File: config.mk
export PLATFORM = sky130hd
export DESIGN_NAME = byte_ring_fifo_burst_drain
export DESIGN_NICKNAME = d
export VERILOG_FILES = /design/src/design/brfd_pkg.sv /design/src/design/brfd_ram.sv /design/src/design/byte_ring_fifo_burst_drain.sv
export SDC_FILE = /design/constraint.sdc
export NUM_CORES = 1
export LEC_CHECK = 0
export BUFFER_PORTS_ARGS = -buffer_cell sky130_fd_sc_hd__buf_2
export CORE_AREA = 2 2 173 175
export DETAILED_ROUTE_END_ITERATION = 10
export DIE_AREA = 0 0 175 177
export MAX_ROUTING_LAYER = met4
export PLACE_DENSITY_LB_ADDON = 0.15
export SLEW_MARGIN = 20
export SYNTH_ARGS = -nofsm -noshare
export SYNTH_HDL_FRONTEND = slang
export SYNTH_SLANG_ARGS = --single-unit
File: constraint.sdc
create_clock -name clock -period 4.6 [get_ports clock]
set_input_delay 0.46 -clock clock [delete_from_list [all_inputs] [get_ports clock]]
set_output_delay 0.46 -clock clock [all_outputs]
set_load 0.01 [all_outputs]
File: src/design/brfd_pkg.sv
// shared types and constants of the byte ring fifo
`default_nettype none

package brfd_pkg;

   localparam int MAX_RESULTS = 32;

   typedef enum logic [2:0] {
      OP_PUSH  = 3'd0,
      OP_POP   = 3'd1,
      OP_BURST = 3'd2,
      OP_DRAIN = 3'd3,
      OP_CLEAR = 3'd4
   } op_type;

   typedef enum logic [1:0] {
      ST_DONE  = 2'd0,
      ST_FULL  = 2'd1,
      ST_EMPTY = 2'd2
   } status_type;

endpackage

`default_nettype wire

File: src/design/brfd_ram.sv
// generic single-port-write ram with registered read
`default_nettype none

module brfd_ram #(
   parameter int WIDTH = 8,
   parameter int DEPTH = 32
) (
   input  wire logic                     clock,
   input  wire logic                     wr_en,
   input  wire logic [$clog2(DEPTH)-1:0] wr_addr,
   input  wire logic [WIDTH-1:0]         wr_data,
   input  wire logic                     rd_en,
   input  wire logic [$clog2(DEPTH)-1:0] rd_addr,
   output logic      [WIDTH-1:0]         rd_data
);

   logic [WIDTH-1:0] mem [DEPTH];
   logic [WIDTH-1:0] rd_data_ff;

   always_ff @(posedge clock) begin
      if (wr_en) begin
         mem[wr_addr] <= wr_data;
      end
      if (rd_en) begin
         rd_data_ff <= mem[rd_addr];
      end
   end

   assign rd_data = rd_data_ff;

endmodule

`default_nettype wire

File: src/design/byte_ring_fifo_burst_drain.sv
// top level of the byte ring fifo with burst pop and drain
//
// Byte FIFO held in a DEPTH-entry ring memory; csr_data sets how many entries
// are in use (0 acts as 1, above DEPTH acts as DEPTH) and a write to it empties
// the FIFO. Push, clear, an unknown operation and any pop that moves no byte
// each give one result. A pop, burst pop or drain that moves n bytes (n at most
// 32) gives n results: the first byte comes from the registered read of the ring
// memory, then one byte per cycle from the single read port while the output
// register is free. One item is worked on at a time; a finished result waits in
// the output register, and the next item is taken no earlier than the cycle in
// which the last result of the previous item is accepted. Every result carries
// the level and the full and empty flags after it, and tlast marks the final
// result of an item.
`default_nettype none

module byte_ring_fifo_burst_drain #(
   parameter int DEPTH = 32
) (
   input  wire logic        clock,
   input  wire logic        reset,
   input  wire logic        req_tvalid,
   output logic             req_tready,
   // operation[2:0], push_byte[10:3], burst_len[16:11], zero[23:17]
   input  wire logic [23:0] req_tdata,
   output logic             rsp_tvalid,
   input  wire logic        rsp_tready,
   // pop_byte[7:0], status[9:8], taken[15:10], level[21:16], is_full[22], is_empty[23]
   output logic      [23:0] rsp_tdata,
   output logic             rsp_tlast,
   input  wire logic        csr_valid,
   output logic             csr_ready,
   input  wire logic [5:0]  csr_data
);

   localparam int PTR_W = $clog2(DEPTH);
   localparam int CNT_W = $clog2(DEPTH + 1);

   typedef enum logic {S_IDLE, S_POP} state_type;

   state_type        state_ff, state_in;
   logic [PTR_W-1:0] wr_ptr_ff, wr_ptr_in;
   logic [PTR_W-1:0] rd_ptr_ff, rd_ptr_in;
   logic [CNT_W-1:0] occ_ff, occ_in;
   logic [CNT_W-1:0] cap_ff, cap_in;
   logic [5:0]       cnt_ff, cnt_in;
   logic [5:0]       taken_ff, taken_in;
   logic             rsp_valid_ff, rsp_valid_in;
   logic [23:0]      rsp_data_ff, rsp_data_in;
   logic             rsp_last_ff, rsp_last_in;

   logic             out_free;
   logic             req_acc;
   logic             csr_acc;
   logic [2:0]       req_op;
   logic [7:0]       req_byte;
   logic [5:0]       req_burst;
   logic [6:0]       cap_req;
   logic [6:0]       want;
   logic [6:0]       pop_n;

   logic             load;
   logic [7:0]       ld_byte;
   brfd_pkg::status_type ld_status;
   logic             ld_last;
   logic [5:0]       ld_taken;
   logic [CNT_W-1:0] ld_level;
   logic             ld_full;
   logic             ld_empty;

   logic             ram_we;
   logic             ram_re;
   logic [7:0]       ram_rdata;

   function automatic logic [PTR_W-1:0] wrap_next(input logic [PTR_W-1:0] p,
                                                  input logic [CNT_W-1:0] cap);
      logic [7:0] n;
      n = 8'(p) + 8'd1;
      return (n >= 8'(cap)) ? '0 : PTR_W'(n);
   endfunction

   assign req_op    = req_tdata[2:0];
   assign req_byte  = req_tdata[10:3];
   assign req_burst = req_tdata[16:11];

   assign out_free   = !rsp_valid_ff || rsp_tready;
   assign req_tready = (state_ff == S_IDLE) && out_free;
   assign req_acc    = req_tvalid && req_tready;
   assign csr_ready  = (state_ff == S_IDLE);
   assign csr_acc    = csr_valid && csr_ready;

   always_comb begin
      cap_req = (csr_data == 6'd0) ? 7'd1 : 7'(csr_data);
      if (cap_req > 7'(DEPTH)) begin
         cap_req = 7'(DEPTH);
      end
   end

   always_comb begin
      case (req_op)
         brfd_pkg::OP_POP:   want = 7'd1;
         brfd_pkg::OP_BURST: want = (7'(req_burst) > 7'(brfd_pkg::MAX_RESULTS)) ?
                                    7'(brfd_pkg::MAX_RESULTS) : 7'(req_burst);
         default:            want = 7'(brfd_pkg::MAX_RESULTS);
      endcase
      pop_n = (want > 7'(occ_ff)) ? 7'(occ_ff) : want;
   end

   always_comb begin
      state_in  = state_ff;
      wr_ptr_in = wr_ptr_ff;
      rd_ptr_in = rd_ptr_ff;
      occ_in    = occ_ff;
      cap_in    = cap_ff;
      cnt_in    = cnt_ff;
      taken_in  = taken_ff;
      load      = 1'b0;
      ld_byte   = 8'd0;
      ld_status = brfd_pkg::ST_DONE;
      ld_last   = 1'b1;
      ld_taken  = 6'd0;
      ld_level  = occ_ff;
      ram_we    = 1'b0;
      ram_re    = 1'b0;

      if (csr_acc) begin
         cap_in    = CNT_W'(cap_req);
         wr_ptr_in = '0;
         rd_ptr_in = '0;
         occ_in    = '0;
      end

      case (state_ff)
         S_IDLE: begin
            if (req_acc) begin
               load = 1'b1;
               case (req_op)
                  brfd_pkg::OP_PUSH: begin
                     if (occ_ff >= cap_ff) begin
                        ld_status = brfd_pkg::ST_FULL;
                     end else begin
                        ram_we    = 1'b1;
                        wr_ptr_in = wrap_next(wr_ptr_ff, cap_ff);
                        occ_in    = occ_ff + CNT_W'(1);
                        ld_level  = occ_ff + CNT_W'(1);
                     end
                  end
                  brfd_pkg::OP_POP, brfd_pkg::OP_BURST, brfd_pkg::OP_DRAIN: begin
                     if (pop_n == 7'd0) begin
                        ld_status = (occ_ff == '0) ? brfd_pkg::ST_EMPTY : brfd_pkg::ST_DONE;
                     end else begin
                        load      = 1'b0;
                        ram_re    = 1'b1;
                        rd_ptr_in = wrap_next(rd_ptr_ff, cap_ff);
                        cnt_in    = 6'(pop_n);
                        taken_in  = 6'd0;
                        state_in  = S_POP;
                     end
                  end
                  brfd_pkg::OP_CLEAR: begin
                     wr_ptr_in = '0;
                     rd_ptr_in = '0;
                     occ_in    = '0;
                     ld_level  = '0;
                  end
                  default: begin
                  end
               endcase
            end
         end
         S_POP: begin
            if (out_free) begin
               load     = 1'b1;
               ld_byte  = ram_rdata;
               ld_taken = taken_ff + 6'd1;
               ld_level = occ_ff - CNT_W'(1);
               ld_last  = (taken_ff + 6'd1 == cnt_ff);
               occ_in   = occ_ff - CNT_W'(1);
               taken_in = taken_ff + 6'd1;
               if (ld_last) begin
                  state_in = S_IDLE;
               end else begin
                  ram_re    = 1'b1;
                  rd_ptr_in = wrap_next(rd_ptr_ff, cap_ff);
               end
            end
         end
         default: begin
            state_in = S_IDLE;
         end
      endcase
   end

   assign ld_full  = (ld_level >= cap_ff);
   assign ld_empty = (ld_level == '0);

   always_comb begin
      rsp_valid_in = rsp_valid_ff && !rsp_tready;
      rsp_data_in  = rsp_data_ff;
      rsp_last_in  = rsp_last_ff;
      if (load) begin
         rsp_valid_in = 1'b1;
         rsp_data_in  = {ld_empty, ld_full, 6'(ld_level), ld_taken, ld_status, ld_byte};
         rsp_last_in  = ld_last;
      end
   end

   always_ff @(posedge clock) begin
      if (reset) begin
         state_ff     <= S_IDLE;
         wr_ptr_ff    <= '0;
         rd_ptr_ff    <= '0;
         occ_ff       <= '0;
         cap_ff       <= CNT_W'(DEPTH);
         cnt_ff       <= 6'd0;
         taken_ff     <= 6'd0;
         rsp_valid_ff <= 1'b0;
      end else begin
         state_ff     <= state_in;
         wr_ptr_ff    <= wr_ptr_in;
         rd_ptr_ff    <= rd_ptr_in;
         occ_ff       <= occ_in;
         cap_ff       <= cap_in;
         cnt_ff       <= cnt_in;
         taken_ff     <= taken_in;
         rsp_valid_ff <= rsp_valid_in;
      end
      rsp_data_ff <= rsp_data_in;
      rsp_last_ff <= rsp_last_in;
   end

   brfd_ram #(
      .WIDTH (8),
      .DEPTH (DEPTH)
   ) u_ring (
      .clock   (clock),
      .wr_en   (ram_we),
      .wr_addr (wr_ptr_ff),
      .wr_data (req_byte),
      .rd_en   (ram_re),
      .rd_addr (rd_ptr_ff),
      .rd_data (ram_rdata)
   );

   assign rsp_tvalid = rsp_valid_ff;
   assign rsp_tdata  = rsp_data_ff;
   assign rsp_tlast  = rsp_last_ff;

endmodule

`default_nettype wire

======== Word-level counts from Yosys, hierarchy flattened ========
Memories as Yosys holds them, arrays and structs flattened. A register that Yosys moved wholly into a read port is not among the register bits.
Index checks and enable logic that the tools add are counted.
storage, ports and cells
  register bits after elaboration ......... 61
  bits in writable memories ............... 256
  input bits .............................. 35
  output and inout port bits .............. 28
  word-level logic and storage cells ...... 113
  memories ................................ 1
memory list
  memory      words  width  read ports  clocked after memory_dff  write ports  RTL line        source
  u_ring.mem  32     8      1           1                         1            brfd_ram.sv:17  logic [WIDTH-1:0] mem [DEPTH];
operators by class
  add/sub/neg operators ................... 5
  order comparisons ....................... 7
  equal/unequal tests ..................... 9
  muxes and demuxes ....................... 59
  bitwise operators ....................... 3
  reduce and logical (&&, ||, !) cells .... 17
operator list
  kind                                                                      number
  6-bit two-way mux                                                         14
  6-bit one-hot mux with 2 select lines                                     6
  5-bit two-way mux                                                         11
  5-bit one-hot mux with 2 select lines                                     3
  6-bit greater-or-equal comparator                                         4
  6-bit logical NOT                                                         3
  1-bit two-way mux                                                         18
  5-bit by 1-bit adder with 6-bit output (second input constant)            2
  6-bit by 1-bit adder with 6-bit output (second input constant)            2
  6-bit greater-than comparator (second input constant)                     2
  4-bit AND reduction                                                       2
  7-bit by 6-bit greater-than comparator with 1-bit output                  1
  7-bit logical NOT                                                         1
  7-bit two-way mux                                                         1
  3-bit by 2-bit == test with 1-bit output (second input constant)          2
  6-bit == test                                                             1
  2-bit by 1-bit inequality test with 1-bit output (second input constant)  3
  1-bit one-hot mux with 2 select lines                                     3
  6-bit by 1-bit subtractor with 6-bit output (second input constant)       1
  1-bit logical AND                                                         4
  2-bit two-way mux                                                         2
  2-bit one-hot mux with 2 select lines                                     1
  3-bit by 1-bit == test with 1-bit output (second input constant)          1
  3-bit == test (second input constant)                                     1
  other kinds (8)                                                           11

======== Logic depth before layout (Yosys ltp) ========
  depth in word-level cells ............... 11
  depth in mapped cells ................... 19
  depth with buffers taken out ............ 17

======== By module ========
Synthesis repeated with hierarchy kept, for this count alone.
unflattened totals
  cell total of the unflattened synthesis .. 864
  area, all modules ....................... 14219.9 sq um
modules (own cells, without submodules)
  module                      instances  cells each  area an instance (sq um)  sequential area each (sq um)
  brfd_ram                    1          417         10133.5                   7927.6
  byte_ring_fifo_burst_drain  1          447         4086.4                    1471.4

======== Worst setup path before layout ========
OpenSTA, ideal clock, no wires.
  path kind ............................... in2reg
  start ................................... in req_tdata[2]
  end ..................................... reg rsp_data_ff[0], in the netlist rsp_tdata[0] (enable)
  setup time .............................. 415 ps
  data arrival time ....................... 3475 ps
  data required time ...................... 4185 ps
  path slack .............................. 710 ps
  stages .................................. 12
  path buffers ............................ 2
  cell sequence ........................... buf_2 > inv_1 > clkbuf_1 > o21ai_0 > ha_1 > a21oi_1 > nand2_1 > o21bai_1 > mux2i_2 > nand2_1 > nand2_1 > a21oi_1
between the ends
  word-level cells in the longest chain between the ends .. 9
  elaborated cells on any way between the ends .. 12
  those cells by class .................... order compare: 1; eq/ne: 3; mux: 6; reduce/logical: 2
RTL lines
  item                                                                                                         RTL line                                                             source
  start: declaration                                                                                           byte_ring_fifo_burst_drain.sv:24                                     input wire logic [23:0] req_tdata,
  3-bit by 2-bit == test with 1-bit output / 3-bit by 1-bit == test with 1-bit output (equally long branches)  byte_ring_fifo_burst_drain.sv:99, byte_ring_fifo_burst_drain.sv:136
  6-bit one-hot mux with 2 select lines                                                                        byte_ring_fifo_burst_drain.sv:99                                     case (req_op)
  7-bit by 6-bit greater-than comparator with 1-bit output                                                     byte_ring_fifo_burst_drain.sv:105                                    pop_n = (want > 7'(occ_ff)) ? 7'(occ_ff) : want;
  7-bit two-way mux                                                                                            byte_ring_fifo_burst_drain.sv:105
  7-bit logical NOT                                                                                            byte_ring_fifo_burst_drain.sv:148                                    if (pop_n == 7'd0) begin
  1-bit two-way mux                                                                                            byte_ring_fifo_burst_drain.sv:148
  1-bit two-way mux *                                                                                          byte_ring_fifo_burst_drain.sv:136                                    case (req_op)
  1-bit two-way mux *                                                                                          byte_ring_fifo_burst_drain.sv:134                                    if (req_acc) begin
  1-bit one-hot mux with 2 select lines *                                                                      byte_ring_fifo_burst_drain.sv:132                                    case (state_ff)
  net load                                                                                                     byte_ring_fifo_burst_drain.sv:61                                     logic load;
  end signal: assignment                                                                                       byte_ring_fifo_burst_drain.sv:227                                    rsp_data_ff <= rsp_data_in;
  end: declaration                                                                                             byte_ring_fifo_burst_drain.sv:48                                     logic [23:0] rsp_data_ff, rsp_data_in;
Mark *: on every way through the listed nets, which the timed path passes. The rest lies on a longest branch.
A chain may end at the register's enable or synchronous reset.

======== Worst setup path after layout ========
  start ................................... reg occ_ff[0]
  end ..................................... reg rsp_data_ff[22], in the netlist rsp_tdata[22] (data pin)
between the ends
  word-level cells in the longest chain between the ends .. 6
  elaborated cells on any way between the ends .. 9
  those cells by class .................... add/sub: 2; order compare: 2; mux: 5
RTL lines
  item                                                                                                RTL line                                                              source
  start: declaration                                                                                  byte_ring_fifo_burst_drain.sv:43                                      logic [CNT_W-1:0] occ_ff, occ_in;
  start signal: assignment                                                                            byte_ring_fifo_burst_drain.sv:221                                     occ_ff <= occ_in;
  6-bit by 1-bit adder with 6-bit output / 6-bit greater-or-equal comparator (equally long branches)  byte_ring_fifo_burst_drain.sv:144, byte_ring_fifo_burst_drain.sv:138
  6-bit two-way mux                                                                                   byte_ring_fifo_burst_drain.sv:138                                     if (occ_ff >= cap_ff) begin
  6-bit one-hot mux with 2 select lines                                                               byte_ring_fifo_burst_drain.sv:136
  6-bit two-way mux                                                                                   byte_ring_fifo_burst_drain.sv:134
  6-bit one-hot mux with 2 select lines *                                                             byte_ring_fifo_burst_drain.sv:132
  net ld_level[0]                                                                                     byte_ring_fifo_burst_drain.sv:66                                      logic [CNT_W-1:0] ld_level;
  6-bit greater-or-equal comparator *                                                                 byte_ring_fifo_burst_drain.sv:193                                     assign ld_full = (ld_level >= cap_ff);
  net ld_full                                                                                         byte_ring_fifo_burst_drain.sv:67                                      logic ld_full;
Marked as above.

==> flow_metrics.py <==
metrics = {
    "power_and_ir_drop": {
        "clkPwrFrac_pct": 39.9,
        "combPwrFrac_pct": 9.9,
        "switching_share_pct": 23.6,
        "ir_drop_mv": 0.314,
        "power.total_w": 0.00665,
        "p_seq_share_pct": 50.3,
        "power.internal_w": 0.00509,
        "p_leak_nw": 5.35,
        "p_per_area_nw_per_um2": 413,
        "power.switching_w": 0.00157,
    },
    "detailed_routing": {
        "drc_errors": 0,
        "drt_pass1_iterations": 5,
        "wirelength_mm": 32.6,
        "avgViaCountPerCell": 5.83,
        "avgRoutedWirePerCell_um": 22.0,
        "postRouteAntennaNets": 0,
        "drt-initial-drc-count": 817,
        "route.vias.total": 8644,
    },
    "clock_network": {
        "postCtsResizedCells": 0,
        "cts_buffers": 36,
        "root_buffer": "clkbuf_16",
        "ctsHoldBuffers": 0,
        "path_clk_slew_ns": 0.05,
        "clockBufferDepth": 3,
        "cts.sinks": 325,
        "cts_setup_buffers": 0,
        "insertion_delay_ns": 0.52,
        "cts_tree": "built",
        "htreeDepth": 2,
    },
    "sta": {
        "tns_ns": 0,
        "fin_crit_ns": 3.72,
        "rsz0062_at_grt": "no",
        "relSlewSlack_pct": 38.5,
        "setup_viol": 0,
        "fin_crit_sh_pct": 80.9,
        "max_clock_freq_mhz": 269,
        "tightest_slew_ns": 0.922,
        "finalWorstSetupSlack_ns": 0.878,
        "hold_viol": 0,
        "final_max_slew_viol_count": 0,
        "skew_ns": 0.0153,
    },
    "yosys": {
        "synth_edf_count": 289,
        "yosysMostFrequentCell": "edfxtp_1",
        "netlist-cell-type-count": 67,
        "yosysTopAreaCellShare_pct": 60.4,
        "avgSynthCellArea_um2": 14.1,
        "ys_seq_elements": 325,
        "synthTopCellsByCount": "edfxtp_1 (289), nor2_1 (85), nand2_1 (71), a21oi_1 (59), mux2i_1 (56)",
        "synthCells": 1016,
        "syn-num-nets": 1090,
        "netlist_area_um2": 14400,
        "synthFlopType": "edfxtp_1",
        "yosysSeqAreaShare_pct": 65.4,
        "ys_top_cells_by_area": "edfxtp_1 (60%), dfxtp_1 (5.0%), mux4_2 (5.0%), mux2i_1 (3.9%), ha_1 (3.4%)",
        "synth.largest_area_cell": "edfxtp_1",
        "async_flop_share_pct": 0,
        "synth_warnings": 0,
    },
    "placed_design": {
        "portBuffers": 55,
        "dp_slack_ns": 0.897,
        "place_congestion": 0.885,
        "dp_hpwl_mm": 20.6,
        "dp_cells": 1421,
    },
    "layout": {
        "final_cells": 1483,
        "diodes": 0,
        "syn2layout_area_growth_pct": 12.1,
        "drive_gt1_share_pct": 17.1,
        "fillers": 2365,
        "fin_nets": 1143,
    },
    "floorplan": {
        "die-area_um2": 31000,
        "core-area_um2": 29200,
        "die_w_um": 175,
        "initial_utilization_pct": 49.1,
        "io_pins": 63,
        "dieHeight_um": 177,
        "rows": 63,
    },
    "worst_setup_path": {
        "critPathArrivalTime_ns": 3.98,
        "r2r_cells": 18,
        "startpoint_type": "flip-flop",
        "endpoint_kind": "flip-flop",
        "critPathKind": "reg2reg",
        "critical_path_required_ns": 4.86,
        "rrSetupSlack_ns": 0.88,
        "worst-path-max-fanout": 13,
    },
    "global_route": {
        "track_usage_pct": 21.9,
        "grt_pass1_vias": 8288,
        "antenna_found_initial": 0,
        "grt_max_degree": 38,
        "grt_pass1_wl_mm": 49.3,
        "grt.overflow.total": 0,
    },
    "outcome": {
        "status": "finished clean",
    },
    "min_path": {
        "hp-class": "in2reg",
        "hold_depth": 3,
    },
    "run": {
        "max_cap_violations": 0,
    },
}
-- layer usage --
layer,vias up,track usage (%),routed length [um]
met3,54,4.02,1890
li1,4026,-,-
met5,-,-,0
met4,0,6.53,844
met2,273,35.0,15600
met1,4291,28.7,14200
-- worst max-delay path, cell delays in order, from the launching register on --
cell	delay [ns]
dfxtp_1	0.54
inv_1	0.26
ha_1	0.35
nor2b_1	0.04
o21ai_1	0.19
a21oi_1	0.09
buf_4	0.19
nor3_1	0.15
a41oi_1	0.06
o221ai_1	0.34
inv_1	0.08
ha_1	0.27
nand2b_1	0.13
a21o_1	0.17
a21o_1	0.16
a21oi_1	0.14
nor2b_1	0.06
o21ai_0	0.16
nand2b_1	0.07
-- area by class of cell --
cell class                      instances  area, um2  area share [%]
Clock buffer                           44        952            5.91
Clock inverter                         18        125           0.777
Inverter                               20       75.1           0.466
Multi-Input combinational cell        614       4650            28.8
Sequential cell                       325       9400            58.4
Tap cell                              390        488            3.03
Timing Repair Buffer                   72        415            2.58
-- logic make-up (layout without fill, tap and decap cells) --
kind of cell	after synthesis	in the layout	share of synthesized area, %
buf+inv	77	154	2.25
compound gates	192	192	8.58
fa+ha+maj	39	39	3.40
simple gates	256	256	8.73
xor+xnor	22	22	1.34
flops	325	325	65.4
mux	105	105	10.3
-- per-stage QoR --
| stage | util (%) | hold WS [ns] | instance area [um2] |
|---|---|---|---|
| final | 55.1 | 0.281 | 16100 |
| after global routing | 55.1 | 0.286 | 16100 |
| after CTS | 55.1 | 0.272 | 16100 |
| after detailed placement | 51.4 | 0.476 | 15000 |
| after global placement | 51.4 | 0.470 | 15000 |
| after floorplan | - | 0.457 | 14400 |
-- registers in the layout, indices dropped and copies added, names as in the netlist --
| name | cells |
|---|---|
| cnt_ff | 6 |
| occ_ff | 6 |
| rsp_tdata | 24 |
| rd_ptr_ff | 5 |
| u_ring.mem | 256 |
| rsp_tlast | 1 |
| wr_ptr_ff | 5 |
| taken_ff | 6 |
| rsp_tvalid | 1 |
| u_ring.rd_data | 8 |
| cap_ff | 6 |
| state_ff | 1 |
-- worst paths after layout --
kind | end | start
setup reg to reg | rsp_tdata[22] | occ_ff[0]
setup / recovery | rsp_tdata[22] | occ_ff[0]
hold / removal | cap_ff[5] | csr_data[5]
hold reg to reg | cap_ff[3] | cap_ff[3]
-- cell usage in the layout, fill, tap and decap left out, types with 14 or more instances in the layout --
cell       synthesis  final
buf_4              2     16
nor2_1            85     85
o221ai_1          25     25
ha_1              39     39
nand2_1           71     71
o21ai_0           38     38
a21oi_1           59     58
edfxtp_1         289    289
dfxtp_1           36     35
mux2_2            16     16
and3_1            20     20
mux4_2            32     32
mux2i_1           56     56
inv_1             18     18
xnor2_1           15     15
nand3_1           14     14
clkbuf_16          0     37
buf_2             21     55
-- power groups by stage --
stage          Clock (W)  Sequential, W  Combinational (W)
2_1_floorplan          0        0.00340           0.000445
3_3_place_gp           0        0.00341           0.000649
3_5_place_dp           0        0.00341           0.000660
4_1_cts          0.00269        0.00335           0.000662
5_1_grt          0.00281        0.00335           0.000724
6_report         0.00265        0.00335           0.000658
(Power assumes the default switching activity.)
